**config.mk**
```make
export PLATFORM = sky130hd
export DESIGN_NAME = su_front
export DESIGN_NICKNAME = d
export VERILOG_FILES = /design/src/design/sort_and_unique_unit_assert.svh /design/src/design/su_pkg.sv /design/src/design/su_front.sv
export SDC_FILE = /design/constraint.sdc
export NUM_CORES = 1
export LEC_CHECK = 0
export BUFFER_PORTS_ARGS = -buffer_cell sky130_fd_sc_hd__buf_2
export CAP_MARGIN = 25
export CORE_ASPECT_RATIO = 1.2
export CORE_MARGIN = 3
export CORE_UTILIZATION = 31
export CTS_CLUSTER_SIZE = 28
export DETAILED_ROUTE_END_ITERATION = 10
export PLACE_DENSITY = 0.82
export REMOVE_ABC_BUFFERS = 1
export SYNTH_ARGS = -nofsm -noshare
export SYNTH_HDL_FRONTEND = slang
export SYNTH_SLANG_ARGS = --single-unit
```
**constraint.sdc**
```tcl
create_clock -name clk -period 1.8 [get_ports clk]
set_input_delay 0.18 -clock clk [delete_from_list [all_inputs] [get_ports clk]]
set_output_delay 0.18 -clock clk [all_outputs]
set_load 0.01 [all_outputs]
```
**src/design/sort_and_unique_unit_assert.svh**
```systemverilog
`ifndef SORT_AND_UNIQUE_UNIT_ASSERT_SVH
`define SORT_AND_UNIQUE_UNIT_ASSERT_SVH

// same-cycle check, reset masked
`define SU_ASSERT_NOW(lbl, ante, cons) \
	lbl: assert property (@(posedge clk) disable iff (!arst_n) (ante) |-> (cons)) \
		else $error("sort_and_unique_unit: check failed");

// next-cycle check, reset masked
`define SU_ASSERT_NEXT(lbl, ante, cons) \
	lbl: assert property (@(posedge clk) disable iff (!arst_n) (ante) |=> (cons)) \
		else $error("sort_and_unique_unit: check failed");

`endif

```
**src/design/su_pkg.sv**
```systemverilog
package su_pkg;
	localparam int CAP   = 64;
	localparam int VAL_W = 64;
	localparam int CNT_W = $clog2(CAP + 1);
	localparam int OUT_DATA_W = ((VAL_W + CNT_W + 7) / 8) * 8;

	typedef struct packed {
		logic signed [VAL_W-1:0] value;
		logic                    last;
		logic                    store;
		logic                    ovf;
	} su_item_t;

	typedef enum logic {
		SU_FILL,
		SU_DRAIN
	} su_state_t;
endpackage

```
**src/design/su_front.sv**
```systemverilog
module su_front
	import su_pkg::*;
(
	input  logic                    clk,
	input  logic                    arst_n,
	input  logic                    in_valid,
	output logic                    in_ready,
	input  logic signed [VAL_W-1:0] in_value,
	input  logic                    in_last,
	output logic                    push,
	output su_item_t                item,
	input  logic                    q_full
);
	logic [CNT_W-1:0] fill_q;
	logic             ovf_q;
	logic             has_room;
	logic             acc;

	assign in_ready = !q_full;
	assign acc      = in_valid && in_ready;
	assign has_room = (fill_q < CNT_W'(CAP));

	assign push       = acc;
	assign item.value = in_value;
	assign item.last  = in_last;
	assign item.store = has_room;
	assign item.ovf   = ovf_q || !has_room;

	always_ff @(posedge clk or negedge arst_n) begin
		if (!arst_n) begin
			fill_q <= '0;
			ovf_q  <= 1'b0;
		end else if (acc) begin
			if (in_last) begin
				fill_q <= '0;
				ovf_q  <= 1'b0;
			end else if (has_room) begin
				fill_q <= fill_q + CNT_W'(1);
			end else begin
				ovf_q <= 1'b1;
			end
		end
	end
endmodule

```
======== After elaboration in Yosys (flattened, before gate mapping) ========
Index checks and enable logic that the tools add are counted.
operators by class
  add/sub/neg operators ................... 1
  order comparisons ....................... 1
  eq/ne operators ......................... 1
  mux-type cells .......................... 4
  reduce and logical (&&, ||, !) cells .... 7
operator list
  kind                                          count
  2-to-1 mux 7 bit                              2
  adder 7 x 1 -> 7 bit (second input constant)  1
  < comparator 7 bit (second input constant)    1
  AND reduction 2 bit                           2
  logical NOT 1 bit                             2
  2-to-1 mux 1 bit                              2
  != test 2 bit (second input constant)         1
  nonzero test 2 bit                            1
  logical AND 1 bit                             1
  logical OR 1 bit                              1
storage, ports and cells
  register bits after elaboration ......... 8
  bits of input ports ..................... 69
  output and inout bits ................... 69
  word-level logic and storage cells ...... 16

======== Depth between registers and ports, before layout ========
  word-level depth ........................ 3
  gate-level depth with buffers ........... 5
  gate-level depth less buffers ........... 4

======== Worst setup path before layout ========
No wires, ideal clock.
  kind .................................... register to register
  start ................................... register fill_q[6]
  end ..................................... register fill_q[5]
  library setup time ...................... 0.069 ns
  data arrival time ....................... 1.197 ns
  required time ........................... 1.731 ns
  setup slack ............................. 0.534 ns
  cell stages (with the launch flop) ...... 5
  buffers on the path ..................... 1
  clock period less this slack ............ 1.266 ns
  cells stage by stage .................... dfrtp_1 > buf_4 > nand4b_4 > or4b_1 > nand3_1
on the way
  word-level cells in the longest chain between the ends .. 3
RTL lines
  what                                  line            RTL
  from (decl)                           su_front.sv:14  logic [CNT_W-1:0] fill_q;
  from (signal assigned)                su_front.sv:38  fill_q <= fill_q + CNT_W'(1);
  < comparator 7 bit                    su_front.sv:21  assign has_room = (fill_q < CNT_W'(CAP));
  nonzero test 2 bit (no source line)   -
  AND reduction 2 bit (no source line)  -
Every way passes these cells.
A chain may end at the register's enable or synchronous reset.

==> results.json <==
{
  "status": "complete, no violations",
  "utilization": 0.1999,
  "post_cts_resized": 0,
  "clock-root-buffer": "clkbuf_4",
  "overflow": 0,
  "dieArea_sq_um": 3878,
  "p_sw_w": 0.0001713,
  "clock_sinks": 8,
  "routed_wl_microns": 5720,
  "synthesis.area_sq_um": 980.9,
  "cts_tree": "done",
  "pwr-share-seq": 0.507,
  "grt_pass1_wl_microns": 6886,
  "core_sq_um": 2917,
  "port_buffers": 9,
  "max_freq_mhz": 737.7,
  "cp-end-kind": "output pin",
  "clk-insertion-delay-late_ns": 0.26,
  "finalMaxSlewViolations": 0,
  "crit_fanout": 9,
  "hp-class": "input pin to flip-flop",
  "path_clk_slew_ns": 0.05,
  "synthTopCellsByArea": "buf_4 51%, dfrtp_1 20%, nand4b_4 2.4%",
  "grt_pass1_vias": 566,
  "setup_tns_ns": 0,
  "num_io_pins": 138,
  "synth_seq_cells": 8,
  "rsz0062_at_grt": "no",
  "synth_top_cell_by_area": "buf_4",
  "grt_max_degree": 14,
  "num_vias": 575,
  "power_density_nw_per_um2": 888.9,
  "power_w": 0.0005183,
  "track_usage": 0.2923,
  "fp-row-count": 21,
  "drc": 0,
  "numCtsBuffers": 3,
  "yosysWarningCount": 0,
  "synthCells": 115,
  "p_int_w": 0.0003470,
  "finalClockSkew_ns": 0.01066,
  "routedWlPerCell_microns": 61.51,
  "dpl.hpwl_microns": 5434,
  "drt_first_pass_iters": 4,
  "final_net_count": 131,
  "peakVddDrop_uv": 393.5,
  "pwr-share-clk": 0.277,
  "cp.required_ns": 1.62,
  "static-leakage-power_nw": 0.2704,
  "start_util": 0.3363,
  "finalNonFillerCells": 93,
  "slew_headroom": 0.7410,
  "period_share": 0.7531,
  "grt_antenna_before_repair": 0,
  "worst_setup_path_start_kind": "flip-flop",
  "tightestPinTransition_ns": 0.3877,
  "routabilityCongestion": 1.047,
  "vias_per_cell": 6.183,
  "htree_levels": 1,
  "switching_share": 0.3305,
  "ant_nets": 0,
  "period_minus_slack_ns": 1.356,
  "yosys.cell_types.count": 26,
  "hold_viol": 0,
  "clockBufferDepth": 2,
  "syn_to_final_growth_pct": -40.56,
  "drt_iter0_drc": 13,
  "setup_viol": 0,
  "synth_top_area_frac": 0.5128,
  "cp.arrival_ns": 1.18,
  "die_h_microns": 67.62,
  "seq_area_frac_synth": 0.2041,
  "syn_avg_cell_area_sq_um": 8.530,
  "cap_violations": 0,
  "final_layout_size_suffix_gt1_frac": 0.2881,
  "antenna_cells": 0,
  "critical_path_class": "flip-flop to output pin",
  "cts_setup_buffers": 0,
  "die_w_microns": 57.35,
  "worst_hold_slack_ns": 0.2725,
  "placed_cells": 89,
  "p_comb_frac": 0.217
}
-- sequential cells by signal, indices dropped and copies added, names as in the netlist --
name    flops
ovf_q       1
fill_q      7
-- stage by stage --
step / setup slack [ns] / cell area (sq um)
6_report: 0.4444 / 583.1
3_5_place_dp: 0.4986 / 550.5
5_1_grt: 0.3877 / 583.1
4_1_cts: 0.4292 / 583.1
3_3_place_gp: 0.5411 / 550.5
2_1_floorplan: 0.5776 / 462.9
-- what timing repair did --
| action | CTS | global route |
|---|---|---|
| endpoints found under the hold margin | 8 | 0 |
| setup endpoints to repair | 0 | 0 |
| hold buffers | 1 | 0 |
-- path summary, 6_finish.rpt --
check,from,to,slack [ns],cells after the start
max,fill_q[6],item[0],0.44,2
min,in_last,ovf_q,0.27,2
max reg2reg,fill_q[0],fill_q[4],0.48,4
min reg2reg,ovf_q,ovf_q,0.53,2
max in group asynchronous,arst_n,ovf_q,1.30,2
min in group asynchronous,arst_n,fill_q[5],0.31,2
-- power groups by stage --
stage	clock network [W]	registers, W	logic (W)
after floorplan	0	0.000251	0.0000785
after detailed placement	0	0.000265	0.000111
after CTS	0.000149	0.000261	0.000114
after global routing	0.000160	0.000268	0.000127
after global placement	0	0.000261	0.000105
final	0.000143	0.000263	0.000112
-- logic make-up after synthesis --
kind of cell | synth area share
AO/OA/AOI/OAI | 0.08673
flip-flops | 0.2041
AND/OR/NAND/NOR | 0.1429
adder cells (fa/ha/maj) | 0.01275
multiplexers | 0.01020
buffers and inverters | 0.5434
-- placed cells by master (no fill, tap or decap), drive strengths merged --
cell type / netlist / final
o21ai: 3 / 3
a221o: 2 / 2
nand2: 4 / 4
mux2i: 1 / 1
a22oi: 1 / 1
nand4b: 2 / 2
nand3: 2 / 2
o211ai: 1 / 1
clkbuf: 1 / 3
nor4: 2 / 2
or4b: 1 / 1
ha: 1 / 1
a21oi: 3 / 3
nand2b: 1 / 1
nor3b: 1 / 1
a211o: 1 / 1
or2: 1 / 1
and3: 1 / 1
inv: 4 / 4
dfrtp: 8 / 8
dlygate4sd3: 0 / 1
nor2: 2 / 2
a41oi: 1 / 1
nor2b: 3 / 3
buf: 68 / 9
-- worst max-delay path: stages, from the launching register on --
cell and delay, ns:
dfrtp_1 0.45, or2_2 0.33, buf_2 0.15
-- cells in the mapped netlist --
cell type,number
nand2b_4,1
nand4b_4,1
or2_2,1
inv_1,4
a211o_1,1
o21ai_0,3
and3_1,1
buf_4,67
a21oi_1,3
nand4b_1,1
o211ai_1,1
a221o_2,2
or4b_1,1
dfrtp_1,8
a41oi_1,1
nand3_1,2
ha_1,1
mux2i_1,1
nor2_1,2
nor3b_1,1
buf_6,1
a22oi_1,1
nand2_1,4
nor2b_1,3
nor4_1,2
clkbuf_1,1
-- cell type report --
| type | instances | area (sq um) |
|---|---|---|
| Clock buffer | 3 | 22.52 |
| Fill cell | 317 | 2333 |
| Inverter | 4 | 15.01 |
| Multi-Input combinational cell | 34 | 247.7 |
| Sequential cell | 8 | 200.2 |
| Tap cell | 34 | 42.54 |
| Timing Repair Buffer | 10 | 55.05 |
-- layer usage --
metal  vias to the layer above  global-route usage  wire [microns]
met4                         0              0.1420             253
met2                       120              0.5862            3298
met5                         -             0.01429               0
met1                       242             0.07850             579
met3                        16              0.3901            1589
li1                        197                   -               -
Power figures use the tool's default switching activity.
