==> src/design/sort_and_unique_unit_assert.svh <==
`ifndef SORT_AND_UNIQUE_UNIT_ASSERT_SVH
`define SORT_AND_UNIQUE_UNIT_ASSERT_SVH

// same-cycle check, reset masked
`define SU_ASSERT_NOW(lbl, ante, cons) \
	lbl: assert property (@(posedge clk) disable iff (!arst_n) (ante) |-> (cons)) \
		else $error("sort_and_unique_unit: check failed");

// next-cycle check, reset masked
`define SU_ASSERT_NEXT(lbl, ante, cons) \
	lbl: assert property (@(posedge clk) disable iff (!arst_n) (ante) |=> (cons)) \
		else $error("sort_and_unique_unit: check failed");

`endif

==> src/design/su_pkg.sv <==
package su_pkg;
	localparam int CAP   = 64;
	localparam int VAL_W = 64;
	localparam int CNT_W = $clog2(CAP + 1);
	localparam int OUT_DATA_W = ((VAL_W + CNT_W + 7) / 8) * 8;

	typedef struct packed {
		logic signed [VAL_W-1:0] value;
		logic                    last;
		logic                    store;
		logic                    ovf;
	} su_item_t;

	typedef enum logic {
		SU_FILL,
		SU_DRAIN
	} su_state_t;
endpackage

==> src/design/su_fifo.sv <==
module su_fifo
	import su_pkg::*;
(
	input  logic     clk,
	input  logic     arst_n,
	input  logic     push,
	input  su_item_t wr_item,
	output logic     full,
	input  logic     pop,
	output logic     rd_valid,
	output su_item_t rd_item
);
	su_item_t   mem_q [2];
	logic       wr_ptr_q;
	logic       rd_ptr_q;
	logic [1:0] cnt_q;
	logic       do_pop;

	assign full     = (cnt_q == 2'd2);
	assign rd_valid = (cnt_q != 2'd0);
	assign rd_item  = mem_q[rd_ptr_q];
	assign do_pop   = pop && rd_valid;

	always_ff @(posedge clk) begin
		if (push) begin
			mem_q[wr_ptr_q] <= wr_item;
		end
	end

	always_ff @(posedge clk or negedge arst_n) begin
		if (!arst_n) begin
			wr_ptr_q <= 1'b0;
			rd_ptr_q <= 1'b0;
			cnt_q    <= 2'd0;
		end else begin
			if (push) begin
				wr_ptr_q <= !wr_ptr_q;
			end
			if (do_pop) begin
				rd_ptr_q <= !rd_ptr_q;
			end
			cnt_q <= cnt_q + 2'(push) - 2'(do_pop);
		end
	end
endmodule

==> config.mk <==
export PLATFORM = sky130hd
export DESIGN_NAME = su_fifo
export DESIGN_NICKNAME = d
export VERILOG_FILES = /design/src/design/sort_and_unique_unit_assert.svh /design/src/design/su_pkg.sv /design/src/design/su_fifo.sv
export SDC_FILE = /design/constraint.sdc
export NUM_CORES = 1
export LEC_CHECK = 0
export BUFFER_PORTS_ARGS = -buffer_cell sky130_fd_sc_hd__buf_4
export CORE_MARGIN = 3
export CORE_UTILIZATION = 50
export DETAILED_ROUTE_END_ITERATION = 10
export PLACE_DENSITY = 0.79
export SETUP_SLACK_MARGIN = 0.2
export SYNTH_ARGS = -nofsm -noshare
export SYNTH_HDL_FRONTEND = slang
export SYNTH_SLANG_ARGS = --single-unit
==> constraint.sdc <==
create_clock -name clk -period 5.15 [get_ports clk]
set_input_delay 0.515 -clock clk [delete_from_list [all_inputs] [get_ports clk]]
set_output_delay 0.515 -clock clk [all_outputs]
set_load 0.01 [all_outputs]
# Word level (Yosys, flattened, before mapping)
# Memory sizes are Yosys's and may differ from the RTL's.
# Cells that the tools add are included.
# word_totals
register_bits	4
ram_bits	134
output_inout_bits	69
wordCells	13
n_memories	1
# mem_list
memory	words	word_bits	rd	rd_clocked_by_memory_dff	wr	line_no	rtl
mem_q	2	67	1	0	1	su_fifo.sv:13	su_item_t mem_q [2];
# op_classes
addsub	2
eq_ne	1
n_mux	2
n_reduce_logical	4
# op_table
cell	n
adder 2 x 1 -> 2 bit	1
equality test 2 bit (second input constant)	1
logical NOT 1 bit	2
two-way mux 1 bit	2
nonzero test 2 bit	1
subtractor 2 x 1 -> 2 bit	1
logical AND 1 bit	1

# Logic depth before layout (Yosys ltp)
# Gate-level depths: netlist (run 1).
# logic_depth
word_depth	3
depth_mapped	6
ltp_nobuf	6

# Worst setup path after synthesis (run 1)
# No wires, ideal clock.
# synth_path
path_kind	input -> register
from	input push
to	memory mem_q[0][0] (netlist name) (enable)
setup_ns	0.500
arrival_time_ns	3.458
setup_slack_ns	1.192
stages	1
n_path_buf	0
path_cell_list	nor2b_1
# synth_between
elab_chain_cells	2
# synth_lines
item	line_no	rtl
start: declaration	su_fifo.sv:6	input logic push,
two-way mux 1 bit	su_fifo.sv:25	if (push) begin
two-way mux 1 bit (not written as such)	su_fifo.sv:26	mem_q[wr_ptr_q] <= wr_item;
end: declaration	su_fifo.sv:13	
# Every way passes these cells.

==> flow_summary.toml, run 1 <==
[status]
outcome = "finished, final reports clean"

[sta]
grt_setup_unrepaired = "no"
fmax_mhz = 367
skew_ps = 7.20
post-route-period-util_pct = 52.9
hold_viol = 0
finalSetupViolCount = 0
setup_tns_ps = 0
drv_slew = 0
period_minus_slack_ps = 2720
worst_slew_pin_slew_ps = 1030
max_slew_margin_pct = 31.5

[pwr]
seqPwrFrac_pct = 43.8
power_frac_clock_pct = 28.8
power_frac_comb_pct = 27.5
power_leakage_nw = 2.65
power_density_mw_per_mm2 = 558
p_sw_mw = 0.983
swShare_pct = 25.8
ir_drop_mv = 0.479
power.internal_mw = 2.83
p_total_mw = 3.81

[worst_setup_path]
cp_slowest_stage_delay_ps = 1110
setup.worst_path.end_class = "primary output"
regToRegSetupSlack_ps = 3020
cp_num_buf_inv = 1
path_delay_family = "flip-flops"
worst-setup-path-type = "flip-flop to primary output"
crit_fanout = 68
reg2reg_depth = 2
critPathLaunch = "rd_ptr_q"
rr_startpoint = "wr_ptr_q"
worst_path_max_delay_cell = "dfrtp_4"
reg2reg_to = "mem_q[0][24]"
start_kind = "flip-flop"
critPathRequiredTime_ps = 4640
worstPathArrival_ps = 2210
crit_chain = "mux2_2, buf_4"

[cells_and_area]
final_cell_area_mm2 = 0.00684
area_delta_synth_final_pct = 33.4
drive_gt1_share_pct = 59.8
diodes = 0
final_nets = 451
stdcell_count = 524

[global_route]
track_usage_pct = 15.2
grt_pass1_vias = 2662
overflow = 0
grt_pass1_wl_um = 12800
grt_max_degree = 69
antenna_found_initial = 0

[synthesis]
synth_cells = 226
ys_warn_count = 0
synth_cell_types = 15
synth_top_area_cell = "edfxtp_1"
syn_area_per_cell_um2 = 22.7
synth_area_leaders = "edfxtp_1 (78%), mux2_2 (10%), mux2_4 (5.9%)"
syn_area_mm2 = 0.00513
synth_top_area_share_pct = 78.5
yosysSeqAreaShare_pct = 80.4
ys_ff_latch = 138
synth_fp_nets = 299

[drt]
wl_um = 8510
vias = 2524
viasPerCell = 4.82
drc = 0
first_pass_iters = 4
drtIter0Drc = 129
wl_per_cell_um = 16.2
ant_nets = 0

[clock_tree]
clkTransAtPathRegs_ps = 50
clk-insertion-delay-late_ps = 490
postCtsHoldBufs = 1
cts_root_buf = "clkbuf_8"
cts_buffers = 17
clock-sinks = 138
htreeDepth = 4
post_cts_resized = 0
cts_setup_buffers = 0
cts_tree = "yes"
clockBufferDepth = 2

[min_path]
min_to = "mem_q[0][14]"
hold_depth = 1
hp-start = "wr_item[14]"
min_path_type = "input port to flip-flop"

[floorplanning]
initial_core_util_pct = 52.0
die_area_mm2 = 0.0115
num_io_pins = 140
core_area_mm2 = 0.00986
die_y_um = 107
die_w_um = 107
num_rows = 36

[place]
gp_congestion = 0.708
post-dp-hpwl_um = 5440
postPlaceCellArea_mm2 = 0.00628
port_buffers = 139
dp.cells = 491

[flow_run]
max_cap_violations = 0
cell families (layout without fill, tap and decap cells):
group                    count (synthesis)  count (layout)  synth area share [%]
buffers and inverters                   10             175                  1.56
flip-flops                             138             138                  80.4
XOR/XNOR                                 4               4                 0.684
adder cells (fa/ha/maj)                  2               2                 0.488
AO/OA/AOI/OAI                            1               1                 0.147
multiplexers                            67              67                  16.2
AND/OR/NAND/NOR                          4               4                 0.488
cell usage after synthesis:
cell and instances:
nor2b_1 2, or2_2 1, edfxtp_1 134, dfrtp_1 4, buf_2 4, buf_6 2
mux2_4 20, and2_1 1, xor2_1 2, mux2_2 47, xnor2_1 2, inv_1 2
buf_8 2, o21a_1 1, ha_1 2
worst register-to-register path, cell delays in order, from the launching register on:
cell	delay, ps
dfrtp_1	420
nor2b_4	750
buf_4	570
per-stage QoR:
step	util (%)	hold slack, ps	worst slack, ps
final	69.3	199	2430
after global routing	69.3	164	2300
after CTS	69.3	169	2390
after detailed placement	63.7	315	2760
after global placement	63.7	314	2790
after floorplan	-	219	1190
sequential cells by signal (all words and copies together), names as in the netlist:
register,count
mem_q,134
cnt_q,2
rd_ptr_q,1
wr_ptr_q,1
layout by cell type, fill, tap and decap left out:
cell type	n
dfrtp_1	3
xnor2_1	2
nor2b_1	1
clkinv_2	2
dfrtp_4	1
or2_2	1
inv_1	2
xor2_1	2
edfxtp_1	134
dlygate4sd3_1	1
mux2_2	47
clkbuf_16	16
ha_1	2
bufinv_16	2
clkbuf_1	9
nor2b_4	1
and2_4	1
clkbuf_8	3
mux2_4	20
buf_4	140
o21a_1	1
power groups by stage:
stage | sequential, mW | clock [mW] | combinational, mW
3_5_place_dp | 1.69 | 0 | 1.06
4_1_cts | 1.67 | 1.12 | 1.07
3_3_place_gp | 1.68 | 0 | 1.05
6_report | 1.67 | 1.10 | 1.05
2_1_floorplan | 1.57 | 0 | 0.720
5_1_grt | 1.70 | 1.18 | 1.12
per-layer routing:
metal | vias to the layer above | track usage (%) | part of all wire (%)
met5 | - | 0 | 0
met4 | 0 | 6.85 | 2.2
met3 | 17 | 6.00 | 7.8
met2 | 105 | 24.6 | 50
met1 | 1210 | 17.9 | 40
li1 | 1192 | - | -
how the worst max path moves through the flow:
stage / end / slack (ps) / cells past startpoint
6_report: rd_item[35] / 2430 / 2
5_1_grt: rd_item[60] / 2300 / 2
4_1_cts: rd_item[27] / 2390 / 2
3_5_place_dp: mem_q[0][10] / 2760 / 3
3_3_place_gp: mem_q[0][9] / 2790 / 3
2_1_floorplan: mem_q[0][0] / 1190 / 1
cell type report:
type / count / area (µm²)
inverter: 2 / 7.51
timing repair buffer: 141 / 1060
clock buffer: 28 / 475
clock inverter: 4 / 70.1
multi-input combinational: 78 / 932
sequential: 138 / 4130
tap: 133 / 166
fill: 644 / 3020
Power figures use the tool's default switching activity.
==> run 2, diff against run 1 <==
--- a/config.mk
+++ b/config.mk
@@ -5,11 +5,12 @@
 export SDC_FILE = /design/constraint.sdc
 export NUM_CORES = 1
 export LEC_CHECK = 0
+export ABC_AREA = 1
 export BUFFER_PORTS_ARGS = -buffer_cell sky130_fd_sc_hd__buf_4
 export CORE_MARGIN = 3
-export CORE_UTILIZATION = 50
+export CORE_UTILIZATION = 47
 export DETAILED_ROUTE_END_ITERATION = 10
-export PLACE_DENSITY = 0.79
+export PLACE_DENSITY = 0.78
 export SETUP_SLACK_MARGIN = 0.2
 export SYNTH_ARGS = -nofsm -noshare
 export SYNTH_HDL_FRONTEND = slang
==> constraint.sdc (replaced) <==
create_clock -name clk -period 2.49 [get_ports clk]
set_input_delay 0.249 -clock clk [delete_from_list [all_inputs] [get_ports clk]]
set_output_delay 0.249 -clock clk [all_outputs]
set_load 0.01 [all_outputs]
==> run 2 against run 1 <==
Effect of this change:
- first-iteration DRC count grew 61%
- sequential share of layout area is 5.6 points lower
- clock power increased by 110%
- synthesized area is 0.39% lower
- core utilization rose by 2.7 points
- register-to-register slack got worse by 2000 ps
- largest cell class unchanged
==> flow_summary.toml, run 2 <==
[cells_and_area]
final_nets = 673
area_delta_synth_final_pct = 47.6
top_regs = "mem_q (134), cnt_q (2)"
layout_commonest_cell = "nand2_1"
largest-register = "mem_q"
diodes = 0
final_cell_mix = "nand2_1 (211), buf_4 (145), edfxtp_1 (134), dlygate4sd3_1 (70), clkbuf_16 (16)"
largest_reg_flops = 134
drive_gt1_share_pct = 29.1

[worst_setup_path]
setup.worst_path.end_class = "primary output"
reg2reg_depth = 10
cp_num_cells = 4
worst_path_max_delay_cell = "buf_4"
path_delay_family = "buffers and inverters"
worst-setup-path-type = "flip-flop to primary output"
critPathRequiredTime_ps = 2240
worstPathArrival_ps = 1860
crit_fanout = 68
crit_chain = "buf_4, nand2_1, nand2_1, buf_4"
cp_num_buf_inv = 2
start_kind = "flip-flop"
cp_slowest_stage_delay_ps = 590

[synthesis]
ys_ff_latch = 138
ys_warn_count = 0
ys_top_cells_by_count = "nand2_1 (211), edfxtp_1 (134), buf_2 (9)"
synth_top_area_cell = "edfxtp_1"
synth_area_leaders = "edfxtp_1 (79%), nand2_1 (16%), dfrtp_1 (2.0%)"
yosysSeqAreaShare_pct = 80.8
synth_top_area_share_pct = 78.8
synth_fp_nets = 453
synth-main-ff-cell = "edfxtp_1"
synth_cells = 380
yosysMostFrequentCell = "nand2_1"
syn_area_mm2 = 0.00511
synthArstFlopShare_pct = 2.90
synth_cell_types = 12
syn_area_per_cell_um2 = 13.4
synth_edf_count = 134

[min_path]
min_path_type = "input port to async pin"

[status]
outcome = "finished, final reports clean"

[flow_run]
max_cap_violations = 0

[sta]
max_slew_margin_pct = 50.5
worst_slew_pin_slew_ps = 742
setup_tns_ps = 0
period_minus_slack_ps = 2110
post-route-period-util_pct = 84.5
fmax_mhz = 475
skew_ps = 12.4
finalSetupViolCount = 0
hold_viol = 0
drv_slew = 0
grt_setup_unrepaired = "no"

[global_route]
overflow = 0
track_usage_pct = 18.7
grt_pass1_wl_um = 16700
antenna_found_initial = 0
grt_max_degree = 69
grt_pass1_vias = 3605

[pwr]
ir_drop_mv = 0.681
seqPwrFrac_pct = 39.0
p_total_mw = 8.22
power_density_mw_per_mm2 = 1090
power.internal_mw = 5.65
swShare_pct = 31.2
power_frac_comb_pct = 33.2
power_frac_clock_pct = 27.8
p_sw_mw = 2.57
power_leakage_nw = 3.26

[clock_tree]
clkTransAtPathRegs_ps = 60
cts_root_buf = "clkbuf_8"
clock-sinks = 138
clockBufferDepth = 2
htreeDepth = 4
post_cts_resized = 0
clk-insertion-delay-late_ps = 510
cts_tree = "yes"
cts_buffers = 17

[place]
gp_congestion = 0.744
port_buffers = 139
post-dp-hpwl_um = 6320

[drt]
viasPerCell = 4.64
drc = 0
first_pass_iters = 5
ant_nets = 0
wl_um = 11000
drtIter0Drc = 208
vias = 3472
wl_per_cell_um = 14.7

[floorplanning]
num_io_pins = 140
core_area_mm2 = 0.0105
die_area_mm2 = 0.0122
die_y_um = 110
die_w_um = 110
num_rows = 37
initial_core_util_pct = 48.8
[run 2: area by class of cell]
| cell class | instances | area (µm²) |
|---|---|---|
| sequential | 138 | 4130 |
| clock buffer | 18 | 418 |
| timing repair buffer | 216 | 1810 |
| clock inverter | 13 | 129 |
| multi-input combinational | 218 | 851 |
| tap | 136 | 170 |
| fill | 709 | 2930 |
| inverter | 9 | 33.8 |
[run 2: cell families after synthesis]
logic type | share of synthesized area (%)
xor gates and xnor gates | 0.172
adders and majority gates | 0.490
buffers and inverters | 2.72
DFF | 80.8
and+or+nand+nor | 15.9
[run 2: metrics by stage]
stage          utilization [%]  setup WS, ps  instance area [µm²]  hold slack, ps  instances
5_1_grt                   72.0           244                 7540            67.0        748
3_5_place_dp              60.1           919                 6290            50.3        647
6_report                  72.0           385                 7540            86.4        748
3_3_place_gp              60.1           923                 6290            49.7        647
4_1_cts                   72.0           363                 7540            45.9        748
2_1_floorplan                -           298                 5110           -46.6        380
[run 2: per-layer routing]
layer  vias to the layer above  part of all wire [%]  track usage, %
li1                       1718                     -               -
met1                      1623                    40            21.1
met2                       114                    53            33.3
met3                        17                   4.8            4.66
met4                         0                   1.8            8.53
met5                         -                     0               0
[run 2: power groups by stage]
stage                     registers, mW  logic, mW  clock network [mW]
after global placement             3.23       2.62                   0
after global routing               3.25       3.02                2.43
final                              3.20       2.73                2.29
after floorplan                    3.23       1.42                   0
after CTS                          3.21       2.76                2.32
after detailed placement           3.25       2.66                   0
[run 2: path summary, 6_finish.rpt]
check,to,from,slack (ps)
max in group asynchronous,rd_ptr_q,arst_n,2290
hold reg to reg,wr_ptr_q,wr_ptr_q,550
setup reg to reg,cnt_q[1],cnt_q[1],1050
hold / removal,cnt_q[0],arst_n,90
min in group clk,mem_q[0][9],wr_item[9],460
setup / recovery,rd_item[28],rd_ptr_q,380
[run 2: repair_timing]
item,CTS,global route
buffers inserted,0,0
endpoints found under the hold margin,141,0
hold buffers,70,0
==> run 3, diff against run 2 <==
--- a/config.mk
+++ b/config.mk
@@ -8,9 +8,9 @@
 export ABC_AREA = 1
 export BUFFER_PORTS_ARGS = -buffer_cell sky130_fd_sc_hd__buf_4
 export CORE_MARGIN = 3
-export CORE_UTILIZATION = 47
+export CORE_UTILIZATION = 50
 export DETAILED_ROUTE_END_ITERATION = 10
-export PLACE_DENSITY = 0.78
+export PLACE_DENSITY = 0.79
 export SETUP_SLACK_MARGIN = 0.2
 export SYNTH_ARGS = -nofsm -noshare
 export SYNTH_HDL_FRONTEND = slang
==> constraint.sdc (replaced) <==
create_clock -name clk -period 2 [get_ports clk]
set_input_delay 0.2 -clock clk [delete_from_list [all_inputs] [get_ports clk]]
set_output_delay 0.2 -clock clk [all_outputs]
set_load 0.01 [all_outputs]
==> run 3 against run 2 <==
Effect of this change:
- die area shrank 5.7%
- register-to-register slack worse by 470 ps
- combinational power rose by 28%
- global-route usage is 1.6 points higher
- clock power up 47%
- non-clock buffer count stayed put
- worst setup slack worse by 160 ps
- core utilization rose by 5.6 points
- largest cell class unchanged
- highest routed layer unchanged
==> flow_summary.toml, run 3 (synthesis gave the netlist of run 2 again) <==
[worst_setup_path]
start_kind = "flip-flop"
crit_top_cell = "nand2_1"
critPathLaunch = "rd_ptr_q"
worstPathArrival_ps = 1570
setup.worst_path.end_class = "primary output"
worst-setup-path-type = "flip-flop to primary output"
crit_fanout = 34
critPathRequiredTime_ps = 1800
cp_slowest_stage_delay_ps = 420
rr_startpoint = "wr_ptr_q"
crit_chain = "inv_2, buf_8, nand2_1, nand2_1, buf_4"
worst_path_max_delay_cell = "dfrtp_2"

[cells_and_area]
multiInputGateArea_um2 = 853
top_regs = "mem_q (134), cnt_q (2)"
largest-register = "mem_q"
final_core_util_pct = 77.6
largest_reg_flops = 134
drive_gt1_share_pct = 29.2
final_nets = 673
diodes = 0
ff_latch_area_mm2 = 0.00413
area_delta_synth_final_pct = 50.0
fillerInstances = 541
final_cell_mix = "nand2_1 (210), buf_4 (141), edfxtp_1 (134), dlygate4sd3_1 (70), clkbuf_16 (16)"
layout_commonest_cell = "nand2_1"

[drt]
vias = 3574
first_pass_iters = 5
wl_per_cell_um = 15.2
wl_um = 11400
viasPerCell = 4.79
drc = 0
drtIter0Drc = 256
ant_nets = 0

[clock_tree]
clockBufferDepth = 2
clk-insertion-delay-late_ps = 510
cts_buffers = 17
cts_setup_buffers = 0
clkTransAtPathRegs_ps = 60
cts_tree = "yes"
clock-sinks = 138
cts_root_buf = "clkbuf_8"
htreeDepth = 4

[place]
gp_congestion = 0.713
port_buffers = 139
dp_slack_ps = 598
post-dp-hpwl_um = 6320

[sta]
worst_slew_pin_slew_ps = 479
max_slew_margin_pct = 68.1
hold_viol = 0
setup_tns_ps = 0
drv_slew = 0
period_minus_slack_ps = 1770
fmax_mhz = 565
skew_ps = 6.02
whs_ps = 40.0
post-route-period-util_pct = 88.6
finalSetupViolCount = 0
setup_ws_ps = 229
grt_setup_unrepaired = "yes"

[global_route]
antenna_found_initial = 0
overflow = 0
track_usage_pct = 20.2
grt_max_degree = 68
grt_pass1_wl_um = 17500
grt_pass1_vias = 3756

[flow_run]
max_cap_violations = 0

[floorplanning]
initial_core_util_pct = 51.8
die_area_mm2 = 0.0115
die_w_um = 107
core_area_mm2 = 0.00986
die_y_um = 107
num_rows = 36
num_io_pins = 140

[pwr]
ir_drop_mv = 0.923
power_density_mw_per_mm2 = 1420
power_leakage_nw = 3.31

[status]
outcome = "finished, final reports clean"

[min_path]
min_path_type = "input port to async pin"
[run 3: changes by cell type in the layout (fill, tap and decap cells not counted)]
| cell | before | now |
|---|---|---|
| clkinv_4 | 2 | 1 |
| buf_6 | 0 | 2 |
| inv_2 | 2 | 1 |
| buf_4 | 145 | 141 |
| nand2_1 | 211 | 210 |
| clkinv_2 | 4 | 2 |
| nand2_2 | 0 | 1 |
| bufinv_16 | 2 | 6 |
| buf_8 | 0 | 2 |
| clkbuf_1 | 1 | 2 |
[run 3: repair_timing]
item                                    CTS  global route
hold buffers                             70             0
hold endpoints to repair                141             0
endpoints found under the setup margin   67            57
resized for setup                         3             3
[run 3: where the power goes]
group          switching, mW  internal (mW)
Clock                   1.10           2.27
Combinational           2.03           1.47
Sequential             0.160           3.85
[run 3: final timing paths]
| check | cells past startpoint | slack, ps | endpoint |
|---|---|---|---|
| worst max-delay path | 5 | 230 | rd_item[3] |
| worst min-delay path | 2 | 40 | wr_ptr_q |
| worst max register to register | 3 | 580 | mem_q[1][27] |
| worst min register to register | 3 | 570 | cnt_q[1] |
| max in group asynchronous | 2 | 1840 | rd_ptr_q |
| min in group clk | 2 | 430 | mem_q[1][10] |
[run 3: layout make-up]
type	count	area share [%]
Inverter	9	0.490
Clock buffer	19	5.51
Sequential cell	138	53.9
Timing Repair Buffer	216	23.9
Multi-Input combinational cell	218	11.1
Clock inverter	13	2.91
Tap cell	133	2.17
[run 3: per-layer routing]
layer,vias up,GRT usage [%],wire (µm),part of all wire (%)
met1,1691,22.2,4450,39
met2,150,36.5,5980,53
met5,-,0,0,0
li1,1713,-,-,-
met3,20,6.20,723,6.4
met4,0,7.85,206,1.8
[run 3: critical path, delay by kind of cell, from the launching register on]
| kind | cells | cell delay [ps] |
|---|---|---|
| AND/OR/NAND/NOR | 2 | 170 |
| buffers and inverters | 3 | 450 |
| flip-flops | 1 | 420 |
[run 3: per-stage QoR]
step | instances | area [µm²] | total power [mW]
after floorplan | 380 | 5120 | 5.79
after global placement | 644 | 6290 | 7.25
after detailed placement | 644 | 6290 | 7.35
after CTS | 746 | 7650 | 10.9
after global routing | 746 | 7660 | 11.4
final | 746 | 7660 | 10.9
